==> config.mk <==
export PLATFORM = sky130hd
export DESIGN_NAME = rle_scanline_decoder_core_flat
export DESIGN_NICKNAME = d
export VERILOG_FILES = /design/src/rtl/core/rlesd_pkg.sv /design/src/rtl/core/rlesd_item_if.sv /design/src/rtl/core/rlesd_run_if.sv /design/src/rtl/core/rle_scanline_decoder_core.sv /design/src/rtl/core/rlesd_front.sv /design/src/rtl/core/rlesd_back.sv /design/src/rtl/core/rlesd_resq.sv /design/src/flat_wrapper.sv
export SDC_FILE = /design/constraint.sdc
export NUM_CORES = 1
export LEC_CHECK = 0
export ABC_CLOCK_PERIOD_IN_PS = 7600
export BUFFER_PORTS_ARGS = -buffer_cell sky130_fd_sc_hd__buf_2
export CORE_ASPECT_RATIO = 0.75
export CORE_MARGIN = 4
export CORE_UTILIZATION = 42
export DETAILED_ROUTE_END_ITERATION = 10
export GPL_TIMING_DRIVEN = 0
export PLACE_DENSITY = 0.55
export SYNTH_ARGS = -nofsm -noshare
export SYNTH_HDL_FRONTEND = slang
export SYNTH_SLANG_ARGS = --single-unit
==> constraint.sdc <==
create_clock -name clk -period 7.6 [get_ports clk]
set_input_delay 0.38 -clock clk [delete_from_list [all_inputs] [get_ports clk]]
set_output_delay 0.38 -clock clk [all_outputs]
set_load 0.05 [all_outputs]
==> src/rtl/core/rlesd_pkg.sv <==
// types and constants of the scanline decoder
`timescale 1ns / 1ps

package rlesd_pkg;

  localparam int LEN_W = 20;
  localparam int COL_W = 13;
  localparam int OUT_COL_W = 12;
  localparam int SAMPLE_W = 16;
  localparam int RUN_W = 7;
  localparam int CFG_INDEX_W = 1;
  localparam int CFG_DATA_W = 13;

  localparam logic [COL_W-1:0] MAX_WIDTH = 13'd4096;
  localparam logic [OUT_COL_W-1:0] COL_SAT = 12'hFFF;

  localparam int LITERAL_BIT = 7;

  localparam logic [CFG_INDEX_W-1:0] CFG_SCANLINE_WIDTH = 1'b0;
  localparam logic [CFG_INDEX_W-1:0] CFG_WIDE_SAMPLES = 1'b1;

  localparam logic ACTION_START = 1'b0;

  localparam int CMDQ_DEPTH = 4;
  localparam int RESQ_DEPTH = 4;

  typedef struct packed {
    logic             is_start;
    logic [7:0]       data_byte;
    logic [LEN_W-1:0] compressed_length;
  } cmd_t;

  typedef struct packed {
    logic [OUT_COL_W-1:0] start_column;
    logic [SAMPLE_W-1:0]  sample;
    logic [COL_W-1:0]     run_length;
    logic                 line_done;
    logic                 line_error;
  } res_t;

  typedef struct packed {
    logic [1:0] count;
    res_t       first;
    res_t       second;
  } res_push_t;

  typedef struct packed {
    logic [COL_W-1:0] width;
    logic             wide;
  } cfg_t;

  function automatic res_t make_res(input logic [COL_W-1:0] col,
                                    input logic [SAMPLE_W-1:0] value,
                                    input logic [COL_W-1:0] len,
                                    input logic done,
                                    input logic err);
    res_t r;
    r.start_column = col[COL_W-1] ? COL_SAT : col[OUT_COL_W-1:0];
    r.sample = value;
    r.run_length = len;
    r.line_done = done;
    r.line_error = err;
    return r;
  endfunction

  function automatic logic [COL_W-1:0] pad_len(input logic [COL_W-1:0] w,
                                               input logic [COL_W-1:0] col);
    return (w > col) ? w - col : '0;
  endfunction

endpackage

==> src/rtl/core/rlesd_item_if.sv <==
// input channel carrying scanline starts and compressed bytes
`timescale 1ns / 1ps

interface rlesd_item_if;
  logic                       valid;
  logic                       ready;
  logic                       action;
  logic [7:0]                 data_byte;
  logic [rlesd_pkg::LEN_W-1:0] compressed_length;

  modport source (output valid, output action, output data_byte, output compressed_length,
                  input ready);
  modport sink (input valid, input action, input data_byte, input compressed_length,
                output ready);
endinterface

==> src/rtl/core/rlesd_run_if.sv <==
// output channel carrying decoded runs
`timescale 1ns / 1ps

interface rlesd_run_if;
  logic                           valid;
  logic                           ready;
  logic [rlesd_pkg::OUT_COL_W-1:0] start_column;
  logic [rlesd_pkg::SAMPLE_W-1:0]  sample;
  logic [rlesd_pkg::COL_W-1:0]     run_length;
  logic                           line_done;
  logic                           line_error;

  modport source (output valid, output start_column, output sample, output run_length,
                  output line_done, output line_error, input ready);
  modport sink (input valid, input start_column, input sample, input run_length,
                input line_done, input line_error, output ready);
endinterface

==> src/rtl/core/rle_scanline_decoder_core.sv <==
// scanline run-length decoder, top level
// path: command queue, decode step, result queue; a full result queue stalls decoding
// throughput: one item per cycle, each decoded in turn while the result queue has room
// an item that yields two runs queues both; the single-run output port sends them in turn
// reset clears both queues and the line state; width returns to 1, samples to one byte
`timescale 1ns / 1ps

module rle_scanline_decoder_core (
  input  logic                                clk,
  input  logic                                rst,
  input  logic                                cfg_write,
  input  logic [rlesd_pkg::CFG_INDEX_W-1:0]   cfg_index,
  input  logic [rlesd_pkg::CFG_DATA_W-1:0]    cfg_data,
  rlesd_item_if.sink                          items,
  rlesd_run_if.source                         results
);

  logic [rlesd_pkg::COL_W-1:0] scanline_width;
  logic                        wide_samples;
  rlesd_pkg::cfg_t             cfg;
  logic                        cmd_valid;
  rlesd_pkg::cmd_t             cmd;
  logic                        cmd_pop;
  logic                        space_ok;
  rlesd_pkg::res_push_t        push;

  always_ff @(posedge clk) begin
    if (rst) begin
      scanline_width <= rlesd_pkg::COL_W'(1);
      wide_samples <= 1'b0;
    end else if (cfg_write) begin
      case (cfg_index)
        rlesd_pkg::CFG_SCANLINE_WIDTH: begin
          scanline_width <= cfg_data[rlesd_pkg::COL_W-1:0];
        end
        rlesd_pkg::CFG_WIDE_SAMPLES: begin
          wide_samples <= cfg_data[0];
        end
        default: begin
        end
      endcase
    end
  end

  always_comb begin
    cfg.width = (scanline_width > rlesd_pkg::MAX_WIDTH) ? rlesd_pkg::MAX_WIDTH
                                                       : scanline_width;
    cfg.wide = wide_samples;
  end

  rlesd_front u_front (
    .clk       (clk),
    .rst       (rst),
    .items     (items),
    .cmd_valid (cmd_valid),
    .cmd       (cmd),
    .cmd_pop   (cmd_pop)
  );

  rlesd_back u_back (
    .clk       (clk),
    .rst       (rst),
    .cfg       (cfg),
    .cmd_valid (cmd_valid),
    .cmd       (cmd),
    .cmd_pop   (cmd_pop),
    .space_ok  (space_ok),
    .push      (push)
  );

  rlesd_resq u_resq (
    .clk      (clk),
    .rst      (rst),
    .push     (push),
    .space_ok (space_ok),
    .results  (results)
  );

endmodule

==> src/rtl/core/rlesd_front.sv <==
// input side: classifies items and queues them for the decoder
`timescale 1ns / 1ps

module rlesd_front (
  input  logic               clk,
  input  logic               rst,
  rlesd_item_if.sink         items,
  output logic               cmd_valid,
  output rlesd_pkg::cmd_t    cmd,
  input  logic               cmd_pop
);

  localparam int PTR_W = $clog2(rlesd_pkg::CMDQ_DEPTH);
  localparam int CNT_W = $clog2(rlesd_pkg::CMDQ_DEPTH + 1);

  rlesd_pkg::cmd_t mem [rlesd_pkg::CMDQ_DEPTH];
  logic [PTR_W-1:0] wr_ptr;
  logic [PTR_W-1:0] rd_ptr;
  logic [CNT_W-1:0] count;
  logic             push;
  rlesd_pkg::cmd_t  incoming;

  assign items.ready = (count != CNT_W'(rlesd_pkg::CMDQ_DEPTH));
  assign push = items.valid && items.ready;

  always_comb begin
    incoming.is_start = (items.action == rlesd_pkg::ACTION_START);
    incoming.data_byte = items.data_byte;
    incoming.compressed_length = items.compressed_length;
  end

  assign cmd_valid = (count != '0);
  assign cmd = mem[rd_ptr];

  always_ff @(posedge clk) begin
    if (push) begin
      mem[wr_ptr] <= incoming;
    end
  end

  always_ff @(posedge clk) begin
    if (rst) begin
      wr_ptr <= '0;
      rd_ptr <= '0;
      count <= '0;
    end else begin
      if (push) begin
        wr_ptr <= wr_ptr + 1'b1;
      end
      if (cmd_pop) begin
        rd_ptr <= rd_ptr + 1'b1;
      end
      count <= count + CNT_W'(push) - CNT_W'(cmd_pop);
    end
  end

endmodule

==> src/rtl/core/rlesd_back.sv <==
// decode side: scanline state and run generation
`timescale 1ns / 1ps

module rlesd_back (
  input  logic                  clk,
  input  logic                  rst,
  input  rlesd_pkg::cfg_t       cfg,
  input  logic                  cmd_valid,
  input  rlesd_pkg::cmd_t       cmd,
  output logic                  cmd_pop,
  input  logic                  space_ok,
  output rlesd_pkg::res_push_t  push
);

  localparam logic [2:0] PH_IDLE    = 3'd0;
  localparam logic [2:0] PH_CTRL_HI = 3'd1;
  localparam logic [2:0] PH_CTRL    = 3'd2;
  localparam logic [2:0] PH_LIT_HI  = 3'd3;
  localparam logic [2:0] PH_LIT     = 3'd4;
  localparam logic [2:0] PH_REP_HI  = 3'd5;
  localparam logic [2:0] PH_REP     = 3'd6;

  localparam int LEN_W = rlesd_pkg::LEN_W;
  localparam int COL_W = rlesd_pkg::COL_W;
  localparam int RUN_W = rlesd_pkg::RUN_W;

  logic [2:0]       phase, phase_next;
  logic [LEN_W-1:0] src_left, src_left_next;
  logic [COL_W-1:0] dest_col, dest_col_next;
  logic [RUN_W-1:0] run_left, run_left_next;
  logic [7:0]       high_hold, high_hold_next;
  logic             closed, closed_next;

  logic                         fire;
  logic [LEN_W-1:0]             src_dec;
  logic [RUN_W-1:0]             count;
  logic [RUN_W-1:0]             run_dec;
  logic [7:0]                   lit_need;
  logic [COL_W-1:0]             dest_count;
  logic [COL_W-1:0]             dest_one;
  logic [COL_W-1:0]             dest_rep;
  logic [rlesd_pkg::SAMPLE_W-1:0] value;
  logic [2:0]                   ctrl_phase;
  logic                         unit_ok_dec;
  logic                         unit_ok_len;

  assign fire = cmd_valid && space_ok;
  assign cmd_pop = fire;

  always_comb begin
    src_dec = (src_left != '0) ? src_left - 1'b1 : '0;
    count = cmd.data_byte[RUN_W-1:0];
    run_dec = (run_left != '0) ? run_left - 1'b1 : '0;
    lit_need = cfg.wide ? {count, 1'b0} : {1'b0, count};
    dest_count = dest_col + COL_W'(count);
    dest_one = dest_col + 1'b1;
    dest_rep = dest_col + COL_W'(run_left);
    value = cfg.wide ? {high_hold, cmd.data_byte} : {8'd0, cmd.data_byte};
    ctrl_phase = cfg.wide ? PH_CTRL_HI : PH_CTRL;
    unit_ok_dec = cfg.wide ? (src_dec >= LEN_W'(2)) : (src_dec != '0);
    unit_ok_len = cfg.wide ? (cmd.compressed_length >= LEN_W'(2))
                           : (cmd.compressed_length != '0);
  end

  always_comb begin
    phase_next = phase;
    src_left_next = src_left;
    dest_col_next = dest_col;
    run_left_next = run_left;
    high_hold_next = high_hold;
    closed_next = closed;
    push = '0;
    if (fire) begin
      if (cmd.is_start) begin
        src_left_next = cmd.compressed_length;
        dest_col_next = '0;
        run_left_next = '0;
        high_hold_next = '0;
        closed_next = 1'b0;
        if (unit_ok_len && (cfg.width != '0)) begin
          phase_next = ctrl_phase;
        end else begin
          push.count = 2'd1;
          push.first = rlesd_pkg::make_res('0, '0, cfg.width, 1'b1, 1'b0);
          phase_next = PH_IDLE;
          closed_next = 1'b1;
        end
      end else if (!closed) begin
        case (phase)
          PH_CTRL_HI, PH_LIT_HI, PH_REP_HI: begin
            high_hold_next = cmd.data_byte;
            src_left_next = src_dec;
            phase_next = phase + 1'b1;
          end
          PH_CTRL: begin
            src_left_next = src_dec;
            if (count == '0) begin
              push.count = 2'd1;
              push.first = rlesd_pkg::make_res(dest_col, '0,
                  rlesd_pkg::pad_len(cfg.width, dest_col), 1'b1, 1'b0);
              phase_next = PH_IDLE;
              closed_next = 1'b1;
            end else if (cmd.data_byte[rlesd_pkg::LITERAL_BIT]) begin
              if ((LEN_W'(lit_need) > src_dec) || (dest_count > cfg.width)) begin
                push.count = 2'd1;
                push.first = rlesd_pkg::make_res(dest_col, '0, '0, 1'b1, 1'b1);
                phase_next = PH_IDLE;
                closed_next = 1'b1;
              end else begin
                run_left_next = count;
                phase_next = cfg.wide ? PH_LIT_HI : PH_LIT;
              end
            end else begin
              if (!unit_ok_dec || (dest_count > cfg.width)) begin
                push.count = 2'd1;
                push.first = rlesd_pkg::make_res(dest_col, '0, '0, 1'b1, 1'b1);
                phase_next = PH_IDLE;
                closed_next = 1'b1;
              end else begin
                run_left_next = count;
                phase_next = cfg.wide ? PH_REP_HI : PH_REP;
              end
            end
          end
          PH_LIT: begin
            src_left_next = src_dec;
            dest_col_next = dest_one;
            run_left_next = run_dec;
            push.count = 2'd1;
            push.first = rlesd_pkg::make_res(dest_col, value, COL_W'(1), 1'b0, 1'b0);
            if (run_dec != '0) begin
              phase_next = cfg.wide ? PH_LIT_HI : PH_LIT;
            end else if (unit_ok_dec && (dest_one < cfg.width)) begin
              phase_next = ctrl_phase;
            end else begin
              push.count = 2'd2;
              push.second = rlesd_pkg::make_res(dest_one, '0,
                  rlesd_pkg::pad_len(cfg.width, dest_one), 1'b1, 1'b0);
              phase_next = PH_IDLE;
              closed_next = 1'b1;
            end
          end
          PH_REP: begin
            src_left_next = src_dec;
            dest_col_next = dest_rep;
            run_left_next = '0;
            push.count = 2'd1;
            push.first = rlesd_pkg::make_res(dest_col, value, COL_W'(run_left), 1'b0, 1'b0);
            if (unit_ok_dec && (dest_rep < cfg.width)) begin
              phase_next = ctrl_phase;
            end else begin
              push.count = 2'd2;
              push.second = rlesd_pkg::make_res(dest_rep, '0,
                  rlesd_pkg::pad_len(cfg.width, dest_rep), 1'b1, 1'b0);
              phase_next = PH_IDLE;
              closed_next = 1'b1;
            end
          end
          default: begin
            phase_next = PH_IDLE;
            closed_next = 1'b1;
          end
        endcase
      end
    end
  end

  always_ff @(posedge clk) begin
    if (rst) begin
      phase <= PH_IDLE;
      src_left <= '0;
      dest_col <= '0;
      run_left <= '0;
      high_hold <= '0;
      closed <= 1'b1;
    end else begin
      phase <= phase_next;
      src_left <= src_left_next;
      dest_col <= dest_col_next;
      run_left <= run_left_next;
      high_hold <= high_hold_next;
      closed <= closed_next;
    end
  end

endmodule

==> src/rtl/core/rlesd_resq.sv <==
// result queue: takes up to two runs a cycle, hands out one while the receiver is ready
`timescale 1ns / 1ps

module rlesd_resq (
  input  logic                 clk,
  input  logic                 rst,
  input  rlesd_pkg::res_push_t push,
  output logic                 space_ok,
  rlesd_run_if.source          results
);

  localparam int PTR_W = $clog2(rlesd_pkg::RESQ_DEPTH);
  localparam int CNT_W = $clog2(rlesd_pkg::RESQ_DEPTH + 1);

  rlesd_pkg::res_t  mem [rlesd_pkg::RESQ_DEPTH];
  logic [PTR_W-1:0] wr_ptr;
  logic [PTR_W-1:0] wr_ptr_one;
  logic [PTR_W-1:0] rd_ptr;
  logic [CNT_W-1:0] count;
  logic             pop;
  rlesd_pkg::res_t  head;

  assign wr_ptr_one = wr_ptr + 1'b1;
  assign space_ok = (count <= CNT_W'(rlesd_pkg::RESQ_DEPTH - 2));
  assign pop = results.valid && results.ready;

  assign head = mem[rd_ptr];
  assign results.valid = (count != '0);
  assign results.start_column = head.start_column;
  assign results.sample = head.sample;
  assign results.run_length = head.run_length;
  assign results.line_done = head.line_done;
  assign results.line_error = head.line_error;

  always_ff @(posedge clk) begin
    if (push.count != 2'd0) begin
      mem[wr_ptr] <= push.first;
    end
    if (push.count == 2'd2) begin
      mem[wr_ptr_one] <= push.second;
    end
  end

  always_ff @(posedge clk) begin
    if (rst) begin
      wr_ptr <= '0;
      rd_ptr <= '0;
      count <= '0;
    end else begin
      wr_ptr <= wr_ptr + PTR_W'(push.count);
      if (pop) begin
        rd_ptr <= rd_ptr + 1'b1;
      end
      count <= count + CNT_W'(push.count) - CNT_W'(pop);
    end
  end

endmodule

==> src/flat_wrapper.sv <==
// flat-port wrapper written by rule: the top's interface ports become plain ports
module rle_scanline_decoder_core_flat 
  (clk, rst, cfg_write, cfg_index, cfg_data, items_valid, items_action, items_data_byte, items_compressed_length, items_ready, results_valid, results_start_column, results_sample, results_run_length, results_line_done, results_line_error, results_ready);
  rlesd_item_if items_i ();
  rlesd_run_if results_i ();
  input  logic clk;
  input  logic rst;
  input  logic cfg_write;
  input  logic [rlesd_pkg::CFG_INDEX_W-1:0] cfg_index;
  input  logic [rlesd_pkg::CFG_DATA_W-1:0] cfg_data;
  input wire logic [$bits(items_i.valid)-1:0] items_valid;
  input wire logic [$bits(items_i.action)-1:0] items_action;
  input wire logic [$bits(items_i.data_byte)-1:0] items_data_byte;
  input wire logic [$bits(items_i.compressed_length)-1:0] items_compressed_length;
  output wire logic [$bits(items_i.ready)-1:0] items_ready;
  output wire logic [$bits(results_i.valid)-1:0] results_valid;
  output wire logic [$bits(results_i.start_column)-1:0] results_start_column;
  output wire logic [$bits(results_i.sample)-1:0] results_sample;
  output wire logic [$bits(results_i.run_length)-1:0] results_run_length;
  output wire logic [$bits(results_i.line_done)-1:0] results_line_done;
  output wire logic [$bits(results_i.line_error)-1:0] results_line_error;
  input wire logic [$bits(results_i.ready)-1:0] results_ready;
  assign items_i.valid = items_valid;
  assign items_i.action = items_action;
  assign items_i.data_byte = items_data_byte;
  assign items_i.compressed_length = items_compressed_length;
  assign items_ready = items_i.ready;
  assign results_valid = results_i.valid;
  assign results_start_column = results_i.start_column;
  assign results_sample = results_i.sample;
  assign results_run_length = results_i.run_length;
  assign results_line_done = results_i.line_done;
  assign results_line_error = results_i.line_error;
  assign results_i.ready = results_ready;
  rle_scanline_decoder_core u_core (.clk(clk), .rst(rst), .cfg_write(cfg_write), .cfg_index(cfg_index), .cfg_data(cfg_data), .items(items_i), .results(results_i));
endmodule
==> results of run 1 <==
cell usage in the layout, fill, tap and decap left out, drive strengths merged, types with 27 or more instances in the layout:
cell and n:
o22ai 91, nor3 32, o21ai 84, mux2i 40, mux4 70, nand3 40
a21oi 97, inv 76, buf 139, edfxtp 220, nor2b 27, nor2 151
o2bb2ai 42, nand2 210, a22oi 36, clkbuf 119, dfxtp 152, xnor2 55
ha 90
metal layers:
layer  GRT usage [%]  wire (um)  up-vias
li1                -          -     7556
met1           36.50      29890     8086
met2           36.16      27630      663
met3           6.401       6745       75
met4           5.642       1119        2
met5               0         10        -
worst max-delay path, delay by kind of cell (launching register included):
kind / cells / cell delay [ns]
adders and majority gates: 3 / 1.07
buffers and inverters: 3 / 0.80
and+or+nand+nor: 3 / 0.44
xor gates and xnor gates: 1 / 0.61
AOI/OAI and AO/OA: 9 / 3.04
DFF: 1 / 0.71
what timing repair did:
item | CTS | global route
resized for setup | 8 | 9
gates cloned | 2 | 0
pin swaps | 3 | 0
setup buffers | 4 | 3
hold endpoints to repair | 80 | 0
hold buffers | 20 | 0
setup endpoints to repair | 104 | 280
final timing paths:
kind	from	end	slack, ns	depth (start not counted)
worst max register to register	u_core.u_back.dest_col[0]	u_core.u_resq.mem[1][8]	0.51	19
worst max-delay path	u_core.u_back.dest_col[0]	u_core.u_resq.mem[1][8]	0.51	19
worst min register to register	u_core.u_resq.mem[3][29]	u_core.u_resq.mem[3][29]	0.46	1
worst min-delay path	items_compressed_length[7]	u_core.u_front.mem[0][7]	0.04	1
stage by stage:
step	worst slack (ns)	hold slack [ns]
after detailed placement	-0.8276	0.4456
after CTS	0.01092	0.002412
after floorplan	1.292	0.4271
after global routing	0.03077	0.01524
final	0.5104	0.03589
after global placement	-0.7852	0.4405
layout make-up:
| cell class | count | area [sq um] |
|---|---|---|
| plain buffers | 112 | 518.0 |
| clock buffers | 48 | 1020 |
| well taps | 639 | 799.5 |
| fillers | 4439 | 24400 |
| flip-flops and latches | 372 | 9649 |
| inverters | 77 | 299.0 |
| repair inverters | 2 | 15.01 |
| clock inverters | 21 | 271.5 |
| multi-input cells | 1350 | 10120 |
| repair buffers | 118 | 733.2 |
cell usage after synthesis, types with 10 or more instances:
cell type	count	share of area, %
mux2i_1	40	1.9
nand2_1	210	3.8
clkbuf_1	70	1.3
buf_2	25	0.61
a22oi_1	36	1.3
nor2b_1	25	0.76
dfxtp_1	152	15
inv_1	75	1.4
nor4_1	15	0.46
nor2_1	148	2.7
a21oi_1	97	2.4
xor2_1	23	0.98
nand4_1	16	0.49
nand2b_1	15	0.46
o2bb2ai_1	42	1.8
o21bai_1	10	0.37
edfxtp_1	220	32
mux4_2	70	7.7
a21o_1	19	0.69
or3_1	12	0.37
a211oi_1	23	0.84
ha_1	90	5.5
o21a_1	13	0.48
nand3_1	38	0.93
xnor2_1	55	2.3
nor3_1	29	0.71
o22ai_1	91	2.8
o21ai_0	77	1.9
a32oi_1	12	0.51
state kept, by name (all words and copies together) (netlist names), 7 cells and up, named ones only:
register,flops
u_core.u_back.dest_col,13
u_core.u_back.src_left,20
u_core.u_front.mem,116
u_core.scanline_width,13
u_core.u_resq.mem,172
u_core.u_back.run_left,7
u_core.u_back.high_hold,8
power breakdown:
| part | switching (mW) | internal (mW) |
|---|---|---|
| registers | 0.118 | 2.30 |
| clock network | 0.831 | 1.13 |
| logic | 2.18 | 1.18 |
| total | 3.13 | 4.61 |
logic make-up after synthesis:
logic type / count (synthesis) / share of synthesized area [%]
compound gates: 497 / 16.59
xor+xnor: 78 / 3.326
fa+ha+maj: 97 / 6.165
buf+inv: 189 / 3.893
flops: 372 / 46.98
mux: 118 / 10.06
simple gates: 560 / 12.98
==> summary.txt, run 1 <==
Floorplan
  – Site Rows: 69
  – Ports: 93
  – Die width: 263.4 um
  – Full die area: roughly 53000 sq um
  – Die span in y: between 150 and 200 um
  – Core area: roughly 48000 sq um
  – Initial Util: 42.94%

Yosys
  – Warnings from Yosys: 0
  – Synth Net Count: 2056
  – Synth Register Bits: 372
  – Synthesized cell area: 20540 sq um
  – Syn Inst Count: between 1500 and 2000
  – Post-synth EDFFs: 220
  – Async set-or-reset flop fraction in the synthesized netlist: 0%
  – Main synth FF type: edfxtp_1
  – Seq/Total Area, Yosys: 46.98%
  – Synth Area per Inst: about 11 sq um
  – Yosys cell types: between 90 and 100

Final layout
  – Post-route cell area: 23420 sq um
  – Final Core Density: 48.97%
  – Final #Nets: 2217
  – Antenna diode count: 0
  – Layout area overhead: 14.04%
  – Layout cell share with drive strength beyond 1: 15.05%
  – Non-filler cells in the finished layout: 2739

Timing
  – Final Skew: 0.01515 ns
  – Worst slew pin tran: 1.271 ns
  – Setup-failing EPs final: 0
  – Unrepaired setup endpoints after global routing: no
  – Final Max Slew Viols: 0
  – Final hold vios: 0
  – Minimum clock period: 7.090 ns
  – Relative slew margins: between 10% and 20%
  – Sum of negative setup slack: 0 ns
  – Period utilisation layout: approximately 93%
  – Fmax: about 140 MHz

Clock tree
  – H-Tree Depth: 2
  – Clk slew on worst S/H paths: 0.07 ns
  – CTS Buffer Depth: 3
  – CTS root buffer: clkbuf_16
  – Total clock buffers created by CTS: 39
  – Worst-Skew Late Latency: about 0.58 ns
  – TritonCTS clock tree: built
  – CTS sink cnt: 372

Detailed routing
  – Iter 0 DRT Violations: 1932
  – Post-DR vias/cell: 5.981
  – Routed WL: roughly 65 mm
  – First-pass detailed-route iteration total: 8
  – Wirelength per Cell: 23.88 um
  – Total number of vias: 16382
  – Routed Antenna Nets: 0
  – DRC viols: 0

GRT
  – Gr usage total: roughly a quarter
  – GRT Residual Overflow: 0
  – Largest net degree at the start of global routing: 30
  – First-pass GRT wire length: 98.85 mm
  – Vias in the first global route: 15915
  – Initial antenna violation count: 2

Worst setup path
  – CP max stage cell: o311ai_2
  – Required @ worst endpoint: 7.79 ns
  – Critical path capture point type: register
  – Startpoint Class: register
  – CP Max Fanout: 13
  – Largest stage delay on the critical path: 0.80 ns
  – Crit path cell chain: ha_1, inv_1, fa_1, nor2b_1, o31a_1, o211ai_1, xnor2_1, ha_1, nand2_1, o21bai_1, a21boi_0, a211oi_1, o21ai_0, a21oi_1, o311ai_2, nand2_1, a31oi_4, buf_4, clkinvlp_4
  – Worst Setup Path Type: reg -> reg
  – Worst endpoint data arrival time: 7.28 ns

Place
  – IO buf count: 91
  – Placed cell areas: 21800 sq um
  – Placed Instances: 2641
  – Final HPWL DP: 48.59 mm
  – Gpl congestion: 0.9656

Run
  – Max-cap violations: 0

Power
  – Worst IR Drop VDD: 0.2529 mV
  – Power after layout: between 7 and 8 mW
  – Power Dens Cells: approximately 330 nW/um^2
  – Leak pwr: around 8.4 nW

Status
  – Status: finished, final reports clean

Hold path
  – Worst min path class: in -> reg
No activity file was read; power rests on OpenSTA's default activity.
==> run 2: changes to the inputs <==
--- a/config.mk
+++ b/config.mk
@@ -10,6 +10,7 @@
 export CORE_ASPECT_RATIO = 0.75
 export CORE_MARGIN = 4
 export CORE_UTILIZATION = 42
+export CTS_BUF_LIST = sky130_fd_sc_hd__clkbuf_16
 export DETAILED_ROUTE_END_ITERATION = 10
 export GPL_TIMING_DRIVEN = 0
 export PLACE_DENSITY = 0.55
==> run 2 against run 1 <==
Critical endpoint unchanged. Core utilization is essentially flat. Design area barely moved. Count of clock-buffer cells in the layout fell by 9. Global-route usage hardly changed. Clock power about the same. Sequential power about the same. Register-to-register slack got worse by 0.06 ns. Clock skew hardly changed. Setup slack got worse by 0.063 ns. Routed wire length hardly changed. Die area unchanged.
==> summary.txt, run 2 (synthesized netlist as in run 1, its figures left out) <==
Floorplan
  – Initial Util: 42.94%
  – Die span in y: 199.5 um
  – Ports: between 90 and 100
  – Site Rows: around 70
  – Die width: 263.4 um
  – Core area: around 48000 sq um
  – Full die area: 52540 sq um

Timing
  – Period utilisation layout: 94.11%
  – Minimum clock period: 7.152 ns
  – Final WS setup: 0.4476 ns
  – Setup-failing EPs final: 0
  – Worst slew pin tran: 1.240 ns
  – Final Max Slew Viols: 0
  – Fmax: around 140 MHz
  – Final Skew: 0.01528 ns
  – Final hold vios: 0
  – Unrepaired setup endpoints after global routing: no
  – Relative slew margins: 15.23%

Detailed routing
  – First-pass detailed-route iteration total: 6
  – Total number of vias: 16353
  – Iter 0 DRT Violations: 1896
  – Top sig layer: met5
  – Wire length on met3: 6.508 mm
  – M1 wire length: 30.10 mm
  – Wirelength per Cell: around 24 um
  – Post-DR vias/cell: 5.970
  – DRC viols: 0
  – Routed WL: 65.35 mm
  – Met2 routed wirelength: roughly 28 mm
  – Routed Antenna Nets: 0

Power
  – Net Sw Frac: 40.52%
  – Power after layout: 7.724 mW
  – Leak pwr: between 8 and 9 nW
  – Worst IR Drop VDD: 0.2529 mV
  – Power Dens Cells: ~330 nW/um^2
  – Internal power: 4.594 mW
  – Sequential power share: 31.3%
  – Sw power: 3.130 mW
  – Clock share of power: 25.1%
  – Logic pwr share: 43.5%

Final layout
  – Reg with most FFs: u_core.u_resq.mem
  – Final #Nets: 2217
  – Layout area overhead: 13.99%
  – Commonest non-fill, non-tap cells in the layout: 220 x edfxtp_1, 208 x nand2_1, 152 x dfxtp_1, 148 x nor2_1, 114 x buf_2
  – Biggest regs: u_core.u_resq.mem: 172 flops, u_core.u_front.mem: 116 flops, u_core.u_back.src_left: 20 flops
  – Most common cell after layout, fill and taps aside: edfxtp_1
  – Layout cell share with drive strength beyond 1: 15.00%
  – Max reg flops: 172
  – Antenna diode count: 0

Hold path
  – Hold Path Stages: 1
  – Worst min path class: in -> reg

Clock tree
  – H-Tree Depth: 2
  – Total clock buffers created by CTS: 39
  – CTS root buffer: clkbuf_16
  – CTS sink cnt: 372
  – TritonCTS clock tree: built
  – Worst-Skew Late Latency: 0.58 ns
  – CTS Buffer Depth: 3
  – Clk slew on worst S/H paths: 0.06 ns

Run
  – Max-cap violations: 0

GRT
  – GRT Residual Overflow: 0
  – Initial antenna violation count: 2
  – Largest net degree at the start of global routing: 30
  – Gr usage total: about 25%
  – Vias in the first global route: 15908
  – First-pass GRT wire length: between 90 and 100 mm

Worst setup path
  – FF-to-FF path depth: 19
  – Worst endpoint data arrival time: 7.34 ns
  – Startpoint Class: register
  – Required @ worst endpoint: 7.79 ns
  – Crit path cell chain: ha_1, inv_1, fa_1, nor2b_1, o31a_1, o211ai_1, xnor2_1, ha_1, nand2_1, o21bai_1, a21boi_0, a211oi_1, o21ai_0, a21oi_1, o311ai_2, nand2_1, a31oi_4, buf_4, clkinvlp_4
  – CP Max Fanout: 13
  – Largest stage delay on the critical path: around 0.80 ns
  – Critical path capture point type: register
  – Worst Setup Path Type: reg -> reg
  – CP max stage cell: o311ai_2

Status
  – Status: finished, final reports clean

Place
  – Gpl congestion: 0.9656
  – Setup WS pre-CTS: -0.8276 ns
  – Final HPWL DP: roughly 49 mm
  – IO buf count: 91
-- run 2: changes by cell type in the layout (fill, tap and decap cells not counted) --
cell	before	now
clkbuf_1	77	69
inv_1	73	81
clkbuf_8	1	0
clkinv_1	8	9
-- run 2: final timing paths --
check                                                 from                       end  slack, ns
worst max register to register   u_core.u_back.dest_col[0]   u_core.u_resq.mem[1][8]       0.45
worst max-delay path             u_core.u_back.dest_col[0]   u_core.u_resq.mem[1][8]       0.45
worst min-delay path            items_compressed_length[7]  u_core.u_front.mem[0][7]       0.04
worst min register to register    u_core.u_resq.mem[3][26]  u_core.u_resq.mem[3][26]       0.46
-- run 2: power by group through the flow --
| stage | Combinational [mW] | Sequential (mW) | Clock (mW) |
|---|---|---|---|
| 2_1_floorplan | 2.42 | 2.42 | 0 |
| 3_3_place_gp | 3.25 | 2.46 | 0 |
| 3_5_place_dp | 3.27 | 2.46 | 0 |
| 4_1_cts | 3.30 | 2.42 | 1.99 |
| 5_1_grt | 3.65 | 2.44 | 2.08 |
| 6_report | 3.36 | 2.42 | 1.94 |
-- run 2: per-stage QoR --
stage / utilization, % / setup TNS (ns) / area, sq um / std cells / hold slack (ns)
after detailed placement: 45.58 / -65.60 / 21800 / 2641 / 0.4456
final: 48.95 / 0 / 23410 / 2739 / 0.03692
after CTS: 48.82 / 0 / 23350 / 2736 / 0.002412
after floorplan: - / 0 / 20540 / 1911 / 0.4271
after global routing: 48.95 / 0 / 23410 / 2739 / 0.01524
after global placement: 45.57 / -56.50 / 21790 / 2641 / 0.4405
-- run 2: worst max-delay path, delay by kind of cell, from the launching register on --
family	cells	cell delay (ns)
xor gates and xnor gates	1	0.59
DFF	1	0.75
buffers and inverters	3	0.79
and+or+nand+nor	3	0.44
AOI/OAI and AO/OA	9	3.09
adders and majority gates	3	1.07
-- run 2: area by class of cell --
class                      instances  area, sq um
tap                              639        799.5
sequential                       372         9649
multi-input combinational       1350        10120
fill                            4438        24410
clock buffer                      39        975.9
buffer                           112        518.0
clock inverter                    30        305.3
timing repair inverter             2        15.01
timing repair buffer             118        733.2
inverter                          77        299.0
-- run 2: what timing repair did --
item | 4_1_cts | 5_1_grt
endpoints found under the hold margin | 80 | 0
endpoints found under the setup margin | 104 | 280
buffers inserted | 4 | 3
resized for setup | 8 | 9
hold buffers | 20 | 0
gates cloned | 2 | 0
pin swaps | 3 | 0
-- run 2: layer usage --
layer	vias to the layer above	GRT usage [%]
met1	8070	36.51
li1	7560	-
met3	77	6.401
met2	644	36.16
met5	-	0
met4	2	5.642
